[config.mk]
export PLATFORM = sky130hd
export DESIGN_NAME = msp_frame_encoder
export DESIGN_NICKNAME = d
export VERILOG_FILES = /design/src/rtl/core/msp_pkg.sv /design/src/rtl/core/msp_in_stage.sv /design/src/rtl/core/msp_framer.sv /design/src/rtl/core/msp_out_buf.sv /design/src/rtl/core/msp_frame_encoder.sv
export SDC_FILE = /design/constraint.sdc
export NUM_CORES = 1
export LEC_CHECK = 0
export BUFFER_PORTS_ARGS = -buffer_cell sky130_fd_sc_hd__buf_2
export CORE_MARGIN = 2
export CORE_UTILIZATION = 55
export DETAILED_ROUTE_END_ITERATION = 10
export PLACE_DENSITY = 0.8
export SETUP_SLACK_MARGIN = 0.3
export SYNTH_ARGS = -nofsm -noshare
export SYNTH_HDL_FRONTEND = slang
export SYNTH_SLANG_ARGS = --single-unit
[constraint.sdc]
create_clock -name aclk -period 12 [get_ports aclk]
set_input_delay 1.2 -clock aclk [delete_from_list [all_inputs] [get_ports aclk]]
set_output_delay 1.2 -clock aclk [all_outputs]
set_load 0.02 [all_outputs]
[src/rtl/core/msp_pkg.sv]
// Shared types, constants and the CRC-8 step function for the message
// frame encoder. Used by every module of the block; no dependencies.
`default_nettype none

package msp_pkg;

    localparam int unsigned BYTE_W    = 8;
    localparam int unsigned MAX_RUN   = 9;
    localparam int unsigned RUN_IDX_W = $clog2(MAX_RUN);
    localparam int unsigned RUN_CNT_W = $clog2(MAX_RUN + 1);
    localparam int unsigned S_TDATA_W = 56;
    localparam int unsigned CFG_IDX_W = 1;

    localparam logic [7:0]  SYNC_CHAR     = 8'h24;
    localparam logic [7:0]  FLAG_BYTE     = 8'h00;
    localparam logic [7:0]  CRC_POLY      = 8'hD5;
    localparam logic [15:0] V1_MAX_LEN    = 16'd255;
    localparam logic [7:0]  V1_MAGIC_INIT = 8'd77;
    localparam logic [7:0]  V2_MAGIC_INIT = 8'd88;

    localparam logic [CFG_IDX_W-1:0] CFG_V1_MAGIC = 1'b0;
    localparam logic [CFG_IDX_W-1:0] CFG_V2_MAGIC = 1'b1;

    localparam logic FUNC_HEADER  = 1'b0;
    localparam logic FUNC_PAYLOAD = 1'b1;
    localparam logic VER_1        = 1'b0;
    localparam logic VER_2        = 1'b1;

    typedef struct packed {
        logic        func;
        logic        version;
        logic [7:0]  direction;
        logic [15:0] command;
        logic [15:0] length;
        logic [7:0]  data_byte;
    } item_t;

    typedef struct packed {
        logic [MAX_RUN-1:0][BYTE_W-1:0] bytes;
        logic [RUN_CNT_W-1:0]           count;
        logic                           eof;
    } run_t;

    function automatic logic [7:0] crc8_step(input logic [7:0] crc, input logic [7:0] b);
        logic [7:0] c;
        c = crc ^ b;
        for (int i = 0; i < 8; i++) begin
            if (c[7]) begin
                c = {c[6:0], 1'b0} ^ CRC_POLY;
            end else begin
                c = {c[6:0], 1'b0};
            end
        end
        return c;
    endfunction

endpackage

`default_nettype wire

[src/rtl/core/msp_in_stage.sv]
// Input register stage of the message frame encoder.
// Holds one accepted word until the framer takes it; uses msp_pkg.
`default_nettype none

module msp_in_stage (
    input  wire logic           aclk,
    input  wire logic           aresetn,
    input  wire logic           in_valid,
    output logic                in_ready,
    input  msp_pkg::item_t      in_item,
    input  wire logic           take,
    output logic                item_valid,
    output msp_pkg::item_t      item
);

    logic           valid_reg;
    logic           valid_next;
    msp_pkg::item_t item_reg;

    assign in_ready   = !valid_reg || take;
    assign item_valid = valid_reg;
    assign item       = item_reg;

    always_comb begin
        valid_next = valid_reg;
        if (in_valid && in_ready) begin
            valid_next = 1'b1;
        end else if (take) begin
            valid_next = 1'b0;
        end
    end

    always_ff @(posedge aclk) begin
        if (!aresetn) begin
            valid_reg <= 1'b0;
        end else begin
            valid_reg <= valid_next;
        end
    end

    always_ff @(posedge aclk) begin
        if (in_valid && in_ready) begin
            item_reg <= in_item;
        end
    end

endmodule

`default_nettype wire

[src/rtl/core/msp_framer.sv]
// Frame state and byte generation: turns one word into its run of result bytes.
// Holds the magic registers and the checksum state; uses msp_pkg.
`default_nettype none

module msp_framer (
    input  wire logic                              aclk,
    input  wire logic                              aresetn,
    input  wire logic                              cfg_we,
    input  wire logic [msp_pkg::CFG_IDX_W-1:0]     cfg_index,
    input  wire logic [7:0]                        cfg_wdata,
    input  wire logic                              take,
    input  msp_pkg::item_t                         item,
    output msp_pkg::run_t                          run
);

    logic [7:0]  v1_magic_reg;
    logic [7:0]  v2_magic_reg;
    logic        in_frame_reg;
    logic        in_frame_next;
    logic        frame_version_reg;
    logic        frame_version_next;
    logic        dropping_reg;
    logic        dropping_next;
    logic [15:0] bytes_left_reg;
    logic [15:0] bytes_left_next;
    logic [7:0]  check_reg;
    logic [7:0]  check_next;

    logic [7:0]  cmd_lo;
    logic [7:0]  cmd_hi;
    logic [7:0]  len_lo;
    logic [7:0]  len_hi;
    logic [7:0]  v1_hdr_check;
    logic [7:0]  v2_hdr_check;
    logic [7:0]  data_check;
    logic [15:0] left_dec;

    assign cmd_lo   = item.command[7:0];
    assign cmd_hi   = item.command[15:8];
    assign len_lo   = item.length[7:0];
    assign len_hi   = item.length[15:8];
    assign left_dec = bytes_left_reg - 16'd1;

    assign v1_hdr_check = len_lo ^ cmd_lo;
    assign v2_hdr_check = msp_pkg::crc8_step(msp_pkg::crc8_step(msp_pkg::crc8_step(
                          msp_pkg::crc8_step(msp_pkg::crc8_step(8'h00, msp_pkg::FLAG_BYTE),
                          cmd_lo), cmd_hi), len_lo), len_hi);
    assign data_check   = frame_version_reg ? msp_pkg::crc8_step(check_reg, item.data_byte)
                                            : (check_reg ^ item.data_byte);

    always_comb begin
        run                = '0;
        in_frame_next      = in_frame_reg;
        frame_version_next = frame_version_reg;
        dropping_next      = dropping_reg;
        bytes_left_next    = bytes_left_reg;
        check_next         = check_reg;
        if (item.func == msp_pkg::FUNC_HEADER) begin
            in_frame_next      = 1'b1;
            frame_version_next = item.version;
            dropping_next      = 1'b0;
            bytes_left_next    = item.length;
            if (item.version == msp_pkg::VER_1) begin
                check_next = v1_hdr_check;
                if (item.length >= msp_pkg::V1_MAX_LEN) begin
                    dropping_next = 1'b1;
                end else begin
                    run.bytes[0] = msp_pkg::SYNC_CHAR;
                    run.bytes[1] = v1_magic_reg;
                    run.bytes[2] = item.direction;
                    run.bytes[3] = len_lo;
                    run.bytes[4] = cmd_lo;
                    run.count    = msp_pkg::RUN_CNT_W'(5);
                    if (item.length == 16'd0) begin
                        run.bytes[5]  = v1_hdr_check;
                        run.count     = msp_pkg::RUN_CNT_W'(6);
                        run.eof       = 1'b1;
                        in_frame_next = 1'b0;
                    end
                end
            end else begin
                check_next   = v2_hdr_check;
                run.bytes[0] = msp_pkg::SYNC_CHAR;
                run.bytes[1] = v2_magic_reg;
                run.bytes[2] = item.direction;
                run.bytes[3] = msp_pkg::FLAG_BYTE;
                run.bytes[4] = cmd_lo;
                run.bytes[5] = cmd_hi;
                run.bytes[6] = len_lo;
                run.bytes[7] = len_hi;
                run.count    = msp_pkg::RUN_CNT_W'(8);
                if (item.length == 16'd0) begin
                    run.bytes[8]  = v2_hdr_check;
                    run.count     = msp_pkg::RUN_CNT_W'(9);
                    run.eof       = 1'b1;
                    in_frame_next = 1'b0;
                end
            end
        end else if (in_frame_reg) begin
            bytes_left_next = left_dec;
            if (dropping_reg) begin
                if (left_dec == 16'd0) begin
                    dropping_next = 1'b0;
                    in_frame_next = 1'b0;
                end
            end else begin
                check_next   = data_check;
                run.bytes[0] = item.data_byte;
                run.count    = msp_pkg::RUN_CNT_W'(1);
                if (left_dec == 16'd0) begin
                    run.bytes[1]  = data_check;
                    run.count     = msp_pkg::RUN_CNT_W'(2);
                    run.eof       = 1'b1;
                    in_frame_next = 1'b0;
                end
            end
        end
    end

    always_ff @(posedge aclk) begin
        if (!aresetn) begin
            v1_magic_reg      <= msp_pkg::V1_MAGIC_INIT;
            v2_magic_reg      <= msp_pkg::V2_MAGIC_INIT;
            in_frame_reg      <= 1'b0;
            frame_version_reg <= 1'b0;
            dropping_reg      <= 1'b0;
            bytes_left_reg    <= 16'd0;
            check_reg         <= 8'd0;
        end else begin
            if (cfg_we && (cfg_index == msp_pkg::CFG_V1_MAGIC)) begin
                v1_magic_reg <= cfg_wdata;
            end
            if (cfg_we && (cfg_index == msp_pkg::CFG_V2_MAGIC)) begin
                v2_magic_reg <= cfg_wdata;
            end
            if (take) begin
                in_frame_reg      <= in_frame_next;
                frame_version_reg <= frame_version_next;
                dropping_reg      <= dropping_next;
                bytes_left_reg    <= bytes_left_next;
                check_reg         <= check_next;
            end
        end
    end

endmodule

`default_nettype wire

[src/rtl/core/msp_out_buf.sv]
// Result register of the message frame encoder: holds one run of bytes and
// sends them one word per handshake. Uses msp_pkg.
`default_nettype none

module msp_out_buf (
    input  wire logic      aclk,
    input  wire logic      aresetn,
    input  wire logic      load,
    input  msp_pkg::run_t  run,
    output logic           free,
    output logic           out_valid,
    input  wire logic      out_ready,
    output logic [7:0]     out_byte,
    output logic           out_eof,
    output logic           out_last
);

    msp_pkg::run_t                   run_reg;
    logic                            valid_reg;
    logic                            valid_next;
    logic [msp_pkg::RUN_IDX_W-1:0]   idx_reg;
    logic [msp_pkg::RUN_IDX_W-1:0]   idx_next;
    logic                            is_last;

    assign is_last   = (msp_pkg::RUN_CNT_W'(idx_reg) + 1'b1) == run_reg.count;
    assign free      = !valid_reg || (out_ready && is_last);
    assign out_valid = valid_reg;
    assign out_byte  = run_reg.bytes[idx_reg];
    assign out_last  = is_last;
    assign out_eof   = run_reg.eof && is_last;

    always_comb begin
        valid_next = valid_reg;
        idx_next   = idx_reg;
        if (load) begin
            valid_next = (run.count != '0);
            idx_next   = '0;
        end else if (valid_reg && out_ready) begin
            if (is_last) begin
                valid_next = 1'b0;
            end else begin
                idx_next = idx_reg + 1'b1;
            end
        end
    end

    always_ff @(posedge aclk) begin
        if (!aresetn) begin
            valid_reg <= 1'b0;
            idx_reg   <= '0;
        end else begin
            valid_reg <= valid_next;
            idx_reg   <= idx_next;
        end
    end

    always_ff @(posedge aclk) begin
        if (load) begin
            run_reg <= run;
        end
    end

endmodule

`default_nettype wire

[src/rtl/core/msp_frame_encoder.sv]
// Top level of the message frame encoder (version 1 and version 2 framing).
// Instantiates msp_in_stage, msp_framer and msp_out_buf; uses msp_pkg.
//
// Usage: each input word is either a header (s_tuser low) that opens a frame
// or a payload byte (s_tuser high). The block answers with a run of output
// words, one frame byte each: a header gives 5 or 8 bytes (plus the checksum
// when the length is zero), a payload byte gives itself and, on the last one,
// the checksum. m_tlast marks the last word of a run, m_tuser the checksum.
// Some words give no output (dropped long version 1 frames, stray payload).
// A word is registered on input and its run is formed from it into the
// result register, from which the first byte goes to the result port.
// Throughput: one input word per cycle while each run is one byte long and
// the receiver does not stall; a longer run holds the result register until
// its last byte goes, and the input register takes one more word meanwhile.
// Reset clears the frame state, both channels and restores the magic bytes.
// When the receiver stalls, the current byte holds and input fills and stops.
// Magic registers are written through cfg_we, cfg_index and cfg_wdata.
`default_nettype none

module msp_frame_encoder (
    input  wire logic                               aclk,
    input  wire logic                               aresetn,
    input  wire logic                               s_tvalid,
    output logic                                    s_tready,
    // version[0], direction[8:1], command[24:9], length[40:25],
    // data_byte[48:41], zero fill above
    input  wire logic [msp_pkg::S_TDATA_W-1:0]      s_tdata,
    // func[0]
    input  wire logic                               s_tuser,
    output logic                                    m_tvalid,
    input  wire logic                               m_tready,
    // out_byte[7:0]
    output logic [7:0]                              m_tdata,
    // end_of_frame[0]
    output logic                                    m_tuser,
    output logic                                    m_tlast,
    input  wire logic                               cfg_we,
    input  wire logic [msp_pkg::CFG_IDX_W-1:0]      cfg_index,
    input  wire logic [7:0]                         cfg_wdata
);

    msp_pkg::item_t in_item;
    msp_pkg::item_t item;
    msp_pkg::run_t  run;
    logic           item_valid;
    logic           free;
    logic           take;

    assign in_item.func      = s_tuser;
    assign in_item.version   = s_tdata[0];
    assign in_item.direction = s_tdata[8:1];
    assign in_item.command   = s_tdata[24:9];
    assign in_item.length    = s_tdata[40:25];
    assign in_item.data_byte = s_tdata[48:41];

    assign take = item_valid && free;

    msp_in_stage u_in (
        .aclk       (aclk),
        .aresetn    (aresetn),
        .in_valid   (s_tvalid),
        .in_ready   (s_tready),
        .in_item    (in_item),
        .take       (take),
        .item_valid (item_valid),
        .item       (item)
    );

    msp_framer u_framer (
        .aclk      (aclk),
        .aresetn   (aresetn),
        .cfg_we    (cfg_we),
        .cfg_index (cfg_index),
        .cfg_wdata (cfg_wdata),
        .take      (take),
        .item      (item),
        .run       (run)
    );

    msp_out_buf u_out (
        .aclk      (aclk),
        .aresetn   (aresetn),
        .load      (take),
        .run       (run),
        .free      (free),
        .out_valid (m_tvalid),
        .out_ready (m_tready),
        .out_byte  (m_tdata),
        .out_eof   (m_tuser),
        .out_last  (m_tlast)
    );

endmodule

`default_nettype wire

==> results.json, run 1 <==
{
  "status": "finished, final reports clean",
  "drive_gt1_frac": 0.184,
  "ctsRootBufferMaster": "clkbuf_16",
  "grt_max_degree": 78,
  "port_buffers": 75,
  "crit_fanout": 20,
  "hold_buffers": 0,
  "htreeDepth": 4,
  "postRouteAntennaNets": 0,
  "layout_setup_ws_ns": 8.01,
  "worst_r2r_startpoint": "u_out.idx_reg[1]$_SDFFE_PP0P_",
  "worstHoldPathType": "register to register",
  "dp_hpwl_um": 14400,
  "path_class": "register to output pin",
  "die_w_um": 133,
  "crit_path_start": "u_out.idx_reg[1]$_SDFFE_PP0P_",
  "grtUsageTotal": 0.249,
  "wl_um": 20900,
  "crit_required_ns": 10.80,
  "mappedNetlistNets": 853,
  "power_density_nw_per_um2": 189,
  "async_reset_ff_frac": 0,
  "crit_arrival_ns": 2.79,
  "synth_edf_count": 127,
  "final_nets": 910,
  "p_leak_nw": 3.81,
  "largest_register_ffs": 77,
  "clk_pin_slew_ns": 0.07,
  "grt_antenna_before_repair": 0,
  "grt_pass1_wl_um": 33100,
  "overflow": 0,
  "ios": 83,
  "synth_ff_type": "edfxtp_1",
  "seq_area_frac_synth": 0.525,
  "max_freq_mhz": 251,
  "die-area_um2": 17700,
  "ys_ff_latch": 176,
  "postCtsSetupRepairBufs": 0,
  "cts_resized": 0,
  "cts_tree": "yes",
  "die_h_um": 133,
  "irDropWorstVdd_uv": 153,
  "crit_end": "s_tready",
  "slew_viol_final": 0,
  "tns_ns": 0,
  "vias": 6234,
  "fin_skew_ns": 0.00897,
  "crit_chain": "ha_1, xnor2_1, nand2_1, o41a_1, nand2_1, buf_2",
  "gp_congestion": 0.889,
  "ff2ff_setup_slack_ns": 8.17,
  "core_area_um2": 16400,
  "fin_area_um2": 10200,
  "drc": 0,
  "regToRegEndpoint": "u_out.run_reg[61]$_SDFFCE_PN0P_",
  "cts_buffer_depth": 2,
  "place_area_um2": 9610,
  "cts_sinks": 176,
  "final-setup-viol-count": 0,
  "crit_path_end_kind": "output pin",
  "row_count": 47,
  "rsz0062_at_grt": "no",
  "dr.first_iter.drc_count": 651,
  "initial_core_util": 0.557,
  "nFillCells": 1262,
  "r2r_cells": 7,
  "clk_latency_ns": 0.44,
  "antennaDiodeCount": 0,
  "syn_inst": 779,
  "max_cap_viol_count": 0,
  "syn-cell-area_um2": 9140,
  "ys_types": 60,
  "cp-start-kind": "register",
  "period_minus_slack_ns": 3.99,
  "dp_slack_ns": 8.19,
  "maxSlewHeadroom": 0.141,
  "yosysWarnings": 0,
  "timing.hold.ws_ns": 0.455,
  "finalCritPeriodShare": 0.333,
  "tightest_slew_ns": 1.27,
  "slowest_stage": "dfxtp_1",
  "drt-pass1-iter-count": 5,
  "worst_path_most_repeated_cell": "nand2_1",
  "syn_to_final_growth_pct": 11.7,
  "vias_per_cell": 5.83,
  "cts_buffers": 17,
  "syn_area_per_cell_um2": 11.7,
  "utilization": 0.623,
  "grt_pass1_vias": 5921,
  "wl_per_cell_um": 19.5,
  "cpPeakStageDelay_ns": 0.95,
  "hold_violations": 0
}
[per-layer routing]
layer | vias to the layer above | routed length (um) | track usage
li1 | 2919 | - | -
met1 | 2972 | 8730 | 0.346
met2 | 306 | 9850 | 0.384
met3 | 37 | 1660 | 0.0517
met4 | 0 | 626 | 0.101
met5 | - | 0 | 0
[cells by family (layout without fill, tap and decap cells)]
| group | after synthesis | after routing | share of synthesized area |
|---|---|---|---|
| adder cells (fa/ha/maj) | 3 | 3 | 0.00411 |
| AND/OR/NAND/NOR | 241 | 241 | 0.126 |
| multiplexers | 27 | 27 | 0.0516 |
| flip-flops | 176 | 176 | 0.525 |
| XOR/XNOR | 128 | 128 | 0.164 |
| AO/OA/AOI/OAI | 141 | 141 | 0.0946 |
| buffers and inverters | 63 | 133 | 0.0352 |
[power breakdown]
| group | internal, mW | switching, mW |
|---|---|---|
| combinational | 0.307 | 0.344 |
| clock | 0.314 | 0.249 |
| sequential | 0.689 | 0.0321 |
[cell type report]
class / count / area, um2 / share of cell area
Multi-Input combinational cell: 540 / 4040 / 0.395
Timing Repair Buffer: 84 / 443 / 0.0434
Clock buffer: 17 / 425 / 0.0417
Inverter: 17 / 63.8 / 0.00625
Clock inverter: 15 / 176 / 0.0173
Sequential cell: 176 / 4790 / 0.469
Tap cell: 220 / 275 / 0.0270
[worst max-delay path: cells and delay by family, from the launching register on]
family / cells / cell delay (ns)
buffers and inverters: 1 / 0.16
flip-flops: 1 / 0.95
AO/OA/AOI/OAI: 1 / 0.46
adder cells (fa/ha/maj): 1 / 0.40
XOR/XNOR: 1 / 0.17
AND/OR/NAND/NOR: 2 / 0.22
[how the worst min path moves through the flow]
stage | from | to | slack [ns] | depth (start not counted)
2_1_floorplan | u_framer.v2_magic_reg[0]$_SDFFE_PN0P_ | u_framer.v2_magic_reg[0]$_SDFFE_PN0P_ | 0.44 | 2
3_3_place_gp | u_framer.v2_magic_reg[0]$_SDFFE_PN0P_ | u_framer.v2_magic_reg[0]$_SDFFE_PN0P_ | 0.44 | 2
3_5_place_dp | u_framer.v1_magic_reg[5]$_SDFFE_PN0P_ | u_framer.v1_magic_reg[5]$_SDFFE_PN0P_ | 0.45 | 2
4_1_cts | u_framer.v1_magic_reg[5]$_SDFFE_PN0P_ | u_framer.v1_magic_reg[5]$_SDFFE_PN0P_ | 0.46 | 2
5_1_grt | u_framer.v2_magic_reg[0]$_SDFFE_PN0P_ | u_framer.v2_magic_reg[0]$_SDFFE_PN0P_ | 0.47 | 2
6_report | u_framer.v1_magic_reg[5]$_SDFFE_PN0P_ | u_framer.v1_magic_reg[5]$_SDFFE_PN0P_ | 0.46 | 2
[synthesized netlist by cell type, types with 6 or more instances]
| cell type | count | area share |
|---|---|---|
| xor2_1 | 22 | 0.021 |
| nand2_1 | 90 | 0.037 |
| a22oi_1 | 9 | 0.0074 |
| xnor3_2 | 6 | 0.016 |
| dfxtp_1 | 49 | 0.11 |
| clkbuf_8 | 6 | 0.0090 |
| edfxtp_1 | 127 | 0.42 |
| inv_1 | 17 | 0.0070 |
| xnor3_1 | 12 | 0.030 |
| and2_1 | 30 | 0.021 |
| nor3_1 | 17 | 0.0093 |
| and3_1 | 19 | 0.013 |
| a22o_1 | 9 | 0.0086 |
| nand4_1 | 6 | 0.0041 |
| a21oi_1 | 46 | 0.025 |
| nor2_1 | 44 | 0.018 |
| nand3_1 | 15 | 0.0082 |
| clkbuf_1 | 29 | 0.012 |
| o21ai_0 | 46 | 0.025 |
| xnor2_1 | 76 | 0.073 |
| mux4_2 | 16 | 0.039 |
| mux2i_1 | 10 | 0.011 |
[layout by cell type (no fill, tap or decap), types with 19 or more instances in the layout]
master and n:
and3_1 19, nor2_1 44, and2_1 30, buf_2 75
nand2_1 90, dfxtp_1 49, xnor2_1 76, edfxtp_1 127
o21ai_0 45, a21oi_1 45, xor2_1 22
[metrics by stage]
stage	std cells	power, mW
after floorplan	779	1.24
after global placement	1037	1.36
after detailed placement	1037	1.37
after CTS	1069	1.93
after global routing	1069	2.01
final	1069	1.93
Power figures use the tool's default switching activity.
==> inputs of run 2 (changes only) <==
CORE_UTILIZATION = 54   (was 55)
PLACE_DENSITY = 0.81   (was 0.8)
clock period = 3.46 ns   (was 12 ns; I/O delays follow)
==> run 2 against run 1 <==
Effect of this change: first-iteration DRC count rose by 9.1%; register-to-register slack got worse by 7.8 ns; final area rose by 2.2%; power rose to 3.4 times the previous value; via count rose by 2.3%; global-route usage rose by 0.32 points; combinational power rose to 3.5 times the previous value; largest power group unchanged; cell count rose by 1.9%; die area rose by 1.8%; critical endpoint is now u_out.run_reg[71]$_SDFFCE_PP0P_; non-clock buffer count rose by 19; wire length rose by 4.2%.
==> results.json, run 2 (synthesis gave the netlist of run 1 again) <==
{
  "regToRegEndpoint": "u_out.run_reg[71]$_SDFFCE_PP0P_",
  "worst_r2r_startpoint": "u_in.item[29]$_DFFE_PP_",
  "wl_per_cell_um": 20.0,
  "row_count": 47,
  "slowest_stage": "edfxtp_1",
  "drive_gt1_frac": 0.213,
  "instances_no_fill": 1089,
  "layout_commonest_cell": "edfxtp_1",
  "tightest_slew_ns": 1.12,
  "gp_congestion": 0.902,
  "grt_pass1_vias": 6068,
  "p_seq_frac": 0.376,
  "path_buf_inv": 0,
  "crit_arrival_ns": 3.27,
  "postRouteAntennaNets": 0,
  "comb_power_share": 0.342,
  "die-area_um2": 18000,
  "crit_fanout": 5,
  "slew_viol_final": 0,
  "holdPathStages": 1,
  "final_cell_mix": "edfxtp_1, nand2_1, buf_2",
  "fin_total_pwr_mw": 6.60,
  "switching_power_mw": 2.06,
  "largest_register_ffs": 77,
  "cts_buffers": 17,
  "rsz0062_at_grt": "yes",
  "grtUsageTotal": 0.252,
  "path_class": "register to register",
  "clk_latency_ns": 0.43,
  "clk_pin_slew_ns": 0.07,
  "maxSlewHeadroom": 0.254,
  "status": "finished, final reports clean",
  "min-delay-start": "s_tdata[13]",
  "vias": 6375,
  "dr.first_iter.drc_count": 710,
  "hold_buffers": 0,
  "crit_chain": "xnor2_2, xnor2_2, xnor3_2, xnor2_4, xnor3_2, xor2_2, xnor2_1, nor2_1",
  "seqCellArea_um2": 4800,
  "finalCritPeriodShare": 0.898,
  "place_area_um2": 9810,
  "cp-start-kind": "register",
  "final-setup-viol-count": 0,
  "dp_slack_ns": 0.279,
  "ios": 83,
  "cts_tree": "yes",
  "grt_antenna_before_repair": 1,
  "dp_hpwl_um": 14900,
  "clockPowerShare": 0.282,
  "r2r_cells": 8,
  "drc": 0,
  "nFillCells": 1277,
  "htreeDepth": 4,
  "initial_core_util": 0.551,
  "overflow": 0,
  "p_int_mw": 4.54,
  "multi_input_area_um2": 4110,
  "switching_share": 0.312,
  "drt-pass1-iter-count": 5,
  "crit_path_start": "u_in.item[29]$_DFFE_PP_",
  "cts_sinks": 176,
  "p_leak_nw": 3.91,
  "die_w_um": 134,
  "cpPeakStageDelay_ns": 0.60,
  "syn_to_final_growth_pct": 14.3,
  "holdPathEnd": "u_in.item[28]$_DFFE_PP_",
  "core_area_um2": 16600,
  "port_buffers": 75,
  "wl_um": 21700,
  "fin_skew_ns": 0.00880,
  "hold_violations": 0,
  "crit_path_end_kind": "register",
  "max_freq_mhz": 322,
  "irDropWorstVdd_uv": 376,
  "fin_area_um2": 10400,
  "worstHoldPathType": "input pin to register",
  "power_density_nw_per_um2": 632,
  "max_cap_viol_count": 0,
  "period_minus_slack_ns": 3.11,
  "dp_cells": 1054,
  "grt_pass1_wl_um": 33700,
  "ctsRootBufferMaster": "clkbuf_16",
  "final_nets": 929,
  "grt_max_degree": 77,
  "crit_required_ns": 3.63,
  "tns_ns": 0,
  "cts_buffer_depth": 2,
  "utilization": 0.630,
  "layout_setup_ws_ns": 0.354,
  "timing.hold.ws_ns": 0.0887,
  "vias_per_cell": 5.85,
  "ff2ff_setup_slack_ns": 0.35,
  "cp_top_family": "XOR/XNOR gates",
  "die_h_um": 134
}
==> run 2: changes by cell type in the layout (fill, tap and decap cells not counted), moves of 2 or more <==
| cell | previous run | this run |
|---|---|---|
| clkbuf_8 | 0 | 3 |
| buf_4 | 9 | 26 |
| clkinvlp_4 | 2 | 4 |
| dfxtp_1 | 49 | 47 |
| buf_12 | 0 | 2 |
| clkinv_4 | 3 | 1 |
| xnor2_1 | 76 | 73 |
| xnor2_2 | 5 | 8 |
| inv_6 | 6 | 4 |
| inv_8 | 2 | 0 |
| clkbuf_1 | 0 | 2 |
==> run 2: worst max-delay path by stage <==
stage	end	cells past startpoint
after CTS	u_out.run_reg[71]$_SDFFCE_PP0P_	8
after global placement	u_out.run_reg[71]$_SDFFCE_PP0P_	8
after global routing	u_out.run_reg[71]$_SDFFCE_PP0P_	8
after floorplan	u_framer.check_reg[2]$_SDFFE_PN0P_	11
after detailed placement	u_out.run_reg[71]$_SDFFCE_PP0P_	8
final	u_out.run_reg[71]$_SDFFCE_PP0P_	8
==> run 2: power groups by stage <==
stage	Combinational (mW)	Sequential, mW	Clock (mW)
2_1_floorplan	1.81	2.48	0
3_5_place_dp	2.21	2.52	0
6_report	2.26	2.48	1.86
3_3_place_gp	2.17	2.52	0
5_1_grt	2.40	2.49	1.97
4_1_cts	2.22	2.48	1.88
==> run 2: layout make-up <==
| class | count | area share |
|---|---|---|
| antenna | 1 | 0.000240 |
| clock buffer | 22 | 0.0454 |
| sequential | 176 | 0.460 |
| inverter | 17 | 0.00647 |
| timing repair buffer | 103 | 0.0585 |
| clock inverter | 10 | 0.00971 |
| tap | 220 | 0.0264 |
| multi-input combinational | 540 | 0.394 |
==> run 2: repair_timing <==
| action | CTS | global route |
|---|---|---|
| buffers inserted | 2 | 0 |
| resized for setup | 0 | 5 |
| endpoints found under the hold margin | 0 | 0 |
| cloned | 0 | 0 |
| endpoints found under the setup margin | 1 | 4 |
==> run 2: metal layers <==
metal | track usage | routed length, um | vias to the layer above | part of all wire
met1 | 0.344 | 8960 | 3081 | 0.41
met4 | 0.104 | 675 | 0 | 0.031
met2 | 0.400 | 10300 | 304 | 0.47
li1 | - | - | 2949 | -
met5 | 0 | 0 | - | 0
met3 | 0.0495 | 1790 | 41 | 0.082
